### config.mk
export PLATFORM = sky130hd
export DESIGN_NAME = rme_red_cell
export DESIGN_NICKNAME = d
export VERILOG_FILES = /design/src/rtl/core/rme_pkg.sv /design/src/rtl/core/rme_red_cell.sv
export SDC_FILE = /design/constraint.sdc
export NUM_CORES = 1
export LEC_CHECK = 0
export BUFFER_PORTS_ARGS = -buffer_cell sky130_fd_sc_hd__buf_4
export CAP_MARGIN = 20
export CORE_UTILIZATION = 42
export CTS_BUF_LIST = sky130_fd_sc_hd__clkbuf_2 sky130_fd_sc_hd__clkbuf_4 sky130_fd_sc_hd__clkbuf_8
export DETAILED_ROUTE_END_ITERATION = 6
export PLACE_DENSITY = 0.71
export REMOVE_ABC_BUFFERS = 1
export SYNTH_ARGS = -nofsm -noshare
export SYNTH_HDL_FRONTEND = slang
export SYNTH_SLANG_ARGS = --single-unit
### constraint.sdc
create_clock -name clk -period 3.64 [get_ports clk]
set_input_delay 0.546 -clock clk [delete_from_list [all_inputs] [get_ports clk]]
set_output_delay 0.546 -clock clk [all_outputs]
set_load 0.02 [all_outputs]
### src/rtl/core/rme_pkg.sv
`timescale 1ns / 1ps
package rme_pkg;

  localparam int DATA_W       = 32;
  localparam int EXP_W        = 32;
  localparam int CHAR_W       = 8;
  localparam int MOD_BITS_DEF = 32;
  localparam int CFG_IDX_W    = 2;

  localparam logic [CFG_IDX_W-1:0] REG_MODULUS = 2'd0;
  localparam logic [CFG_IDX_W-1:0] REG_ENC_EXP = 2'd1;
  localparam logic [CFG_IDX_W-1:0] REG_DEC_EXP = 2'd2;

  localparam logic [DATA_W-1:0] MODULUS_RST = 32'd2;
  localparam logic [DATA_W-1:0] ENC_EXP_RST = 32'd1;
  localparam logic [DATA_W-1:0] DEC_EXP_RST = 32'd1;

  typedef enum logic {
    OP_ENCRYPT = 1'b0,
    OP_DECRYPT = 1'b1
  } op_e;

  // Per-cell control that rides along with the payload
  typedef struct packed {
    logic valid;
    op_e  op;
  } ctl_t;

endpackage

### src/rtl/core/rme_red_cell.sv
`timescale 1ns / 1ps
// One restoring-division step: shifts in the next value bit, subtracts n if it fits.
module rme_red_cell import rme_pkg::*; #(
  parameter int NW = MOD_BITS_DEF
) (
  input  logic              clk,
  input  logic              rst,
  input  logic              en,
  input  logic [NW-1:0]     n,
  input  ctl_t              ctl_in,
  input  logic [NW-1:0]     rem_in,
  input  logic [DATA_W-1:0] val_in,
  output ctl_t              ctl_out,
  output logic [NW-1:0]     rem_out,
  output logic [DATA_W-1:0] val_out
);

  logic [NW:0]   trial;
  logic [NW:0]   diff;
  logic [NW-1:0] rem_next;
  logic          valid;
  op_e           op;

  assign trial    = {rem_in, val_in[DATA_W-1]};
  assign diff     = trial - {1'b0, n};
  assign rem_next = (trial >= {1'b0, n}) ? diff[NW-1:0] : trial[NW-1:0];

  always_ff @(posedge clk) begin
    if (rst) begin
      valid <= 1'b0;
    end else if (en) begin
      valid <= ctl_in.valid;
    end
  end

  always_ff @(posedge clk) begin
    if (en) begin
      op      <= ctl_in.op;
      rem_out <= rem_next;
      val_out <= {val_in[DATA_W-2:0], 1'b0};
    end
  end

  assign ctl_out = '{valid: valid, op: op};

endmodule

* Word-level counts from Yosys, hierarchy flattened
Cells that the tools add are included.
** Word-level totals
- Flip-flop bits (word level) :: 65
- Input port bits :: 101
- Output and inout port bits :: 66
- Logic and storage cells :: 7
** Cells by class
- Muxes and demuxes :: 1
- Add/sub/neg operators :: 1
- Magnitude comparators :: 1
** Operators with widths (number)
- >= comparator 33 x 32 -> 1 bit :: 1
- 2-to-1 mux 32 bit :: 1
- subtractor 32 bit :: 1

* Depth between registers and ports, before layout
- Depth in word-level cells :: 2
- Mapped depth :: 13
- Depth with buffers taken out :: 12

* Worst setup path before layout
Ideal clock, no wire load.
- Path type :: input to register
- From :: input val_in[31]
- To :: register rem_out[28], data pin
- Stages on the path :: 12
- Setup time :: 260 ps
- Arrival :: 2851 ps
- Path buffers :: 0
- Slack :: 529 ps
- Path through :: inv_1 ha_1 inv_1 fa_1 a21o_1 a221oi_4 o2111ai_1 a31o_1 a221oi_4 o221ai_2 xor2_1 mux2_2
** On the way
- Word-level cells in the longest chain between the ends :: 2
- Elaborated cells between the ends (all ways) :: 3
** Ends and longest elaborated chain
- from (decl) :: RTL line rme_red_cell.sv:12 : input logic [DATA_W-1:0] val_in,
- subtractor 32 bit / >= comparator 33 x 32 -> 1 bit (equally long branches) :: RTL line rme_red_cell.sv:25, rme_red_cell.sv:26
- 2-to-1 mux 32 bit * :: RTL line rme_red_cell.sv:26 : assign rem_next = (trial >= {1'b0, n}) ? diff[NW-1:0] : trial[NW-1:0];
- named net rem_next[28] :: RTL line rme_red_cell.sv:20 : logic [NW-1:0] rem_next;
- to (signal assigned) :: RTL line rme_red_cell.sv:39 : rem_out <= rem_next;
- to (decl) :: RTL line rme_red_cell.sv:14 : output logic [NW-1:0] rem_out,
Mark *: on every way through the listed nets, which the timed path passes. The rest lies on a longest branch.
A chain may end at the register's enable or synchronous reset.

* Final worst setup path
Ends and elaborated chain as after synthesis.

==> run metrics <==
status complete, no violations; P per Cell Area 442 nW/um2; syn_area_per_cell 10.1 um2; GP Congestion 0.815; unrepaired setup endpoints after global routing false; R2R Path Start valid; Critical Path Sink Type flop; Pre-antenna DRT Iters 5; Post-DRT Antenna Nets 0; max_cap viols 0; clk buf depth 2; # setup viols final 0; Cell Area, Synth 4180 um2; CP delay by family, top compound AO/OA/AOI/OAI gates; initial drt markers just under 200; Tmin final 3.16 ns; register area share after synthesis 46.4%; Die Area just over 10,000 um2; initial antenna violation count 0; DP HPWL 8540 um; wire length of the first global-routing pass 16,900 um; Max VDD drop around 0.19 mV; Crit-path slowest cell fa_1; yosys warns 0; critical path arrival ~3.3 ns; Post-Route WL 11,100 um; DIE HEIGHT between 100 and 150 um; FILL cells 845; hold_sp rst; WS Path Type input port to flop; Critical Path RT 3.74 ns; normalized max-slew margin 44.2%; # DRC 0; Syn-to-layout area delta 38.9%; share of cells above drive strength 1 33.0%; I/O Buffers 165; fmax 316 MHz; clk slew on worst S/H paths about 0.08 ns; crit path from val_in[31]; Worst-Margin Slew 0.837 ns; fin crit share 86.8%; Post-synth ARST share 0%; layout net count just over 700; post-cts resize count 0; Worst Clk Skew 0 ns; Worst Hold Class input port to flop; Power Total between 2000 and 3000 uW; Clock Tree Root clkbuf_8; Row Count 36; Post-CTS Setup Repair Bufs 0; Routed WL per cell 15.5 um; Distinct cells, synth 50; Yosys reg bits 65; commonest cells after routing, fill and taps aside 168 x buf_4, 64 x edfxtp_1, 46 x inv_1, 46 x nand2_1, 32 x ha_1; n_diodes 0; CTS Hold Bufs 0; DP Area 5530 um2; Slew Limit Fails 0; total vias in the final route 3,670; Bufs and invs on worst path 3; I/O Pins 167; vias in the first global route 3,552; clk_lat worst skew between 0.3 and 0.4 ns; final hold violation count 0; via/cell ratio 5.13; largest net degree at the start of global routing 66; number of synthesized flops with an enable pin 64; Critical Path Fanout Max 4; crit path launch type input port; clock sinks 65; CTS tree done; chip width 102 um; most common cell after layout, fill and taps aside buf_4; crit-path max cell delay 0.40 ns; worst-path cell chain buf_4, inv_1, ha_1, inv_1, fa_1, a21o_1, a221oi_4, o2111ai_1, a31o_1, a221oi_4, o221ai_2, xor2_1, mux2_2; Pleak 0.00261 uW; core area 9730 um2; fin area 5810 um2; GRT overflow 0; H-tree Lvls 3; Syn Inst Count around 420; main flop type after synthesis edfxtp_1; Starting Density 43.0%; GRT Util Overall 21.3%; total CTS buffers 9
stage by stage:
step	TNS [ns]	hold slack (ns)	cells	setup slack, ns	utilization (%)
after floorplan	-23.33	0.579	398	-0.881	-
after global routing	0	0.324	715	0.357	59.7
after global placement	0	0.482	699	0.223	56.9
final	0	0.343	715	0.479	59.7
after detailed placement	0	0.499	699	0.135	56.9
after CTS	0	0.332	715	0.508	59.7
synthesized netlist by cell type (8+ instances only):
cell / n / area [um2]
edfxtp_1: 64 / 1920
inv_1: 46 / 173
nand2_1: 46 / 173
ha_1: 32 / 400
a21oi_1: 30 / 150
o21ai_0: 30 / 150
nor2_1: 18 / 67.6
xnor2_1: 13 / 114
xor2_1: 13 / 114
clkbuf_1: 12 / 45.0
nand4_1: 8 / 50.1
o21a_1: 8 / 60.1
o21ai_1: 8 / 40.0
registers in the layout (all words and copies together), names as in the netlist:
register  cells
rem_out      32
val_out      31
op            1
valid         1
worst paths after layout:
path | to | slack (ns) | cells past startpoint
worst min-delay path | valid | 0.34 | 2
worst min register to register | valid | 0.52 | 2
worst max-delay path | rem_out[28] | 0.48 | 13
worst max register to register | valid | 3.04 | 2
report_power, final:
part | internal (uW) | switching, uW
logic | 339 | 419
registers | 934 | 26.5
clock network | 547 | 302
total | 1820 | 748
per-layer routing:
metal	global-route usage (%)	vias to the layer above	wire length (um)
li1	-	1832	-
met1	26.4	1680	4690
met2	35.8	145	5330
met3	6.00	13	935
met4	6.91	0	128
met5	0	-	0
final cells by class:
type                    count  area, um2  share of cell area (%)
well taps                 133        166                    2.87
flip-flops and latches     65       1940                    33.4
inverters                  46        173                    2.97
clock buffers              10        138                    2.37
repair buffers            168       1260                    21.7
clock inverters             6        138                    2.37
multi-input cells         287       1990                    34.3
worst reg2reg max path: stages (launching register included):
cell and delay (ns):
dfxtp_1 0.32, mux2i_1 0.13, nor2_1 0.05
cells by family (layout without fill, tap and decap cells):
kind of cell    count (synthesis)  after routing  synth area share [%]
flops                          65             65                  46.4
fa+ha+maj                      33             33                  10.1
compound gates                123            123                  19.4
xor+xnor                       26             26                  5.45
mux                             6              6                  1.59
simple gates                   98             98                  10.7
other cells                     1              1                0.0897
buf+inv                        64            230                  6.22
Power figures use the tool's default switching activity.
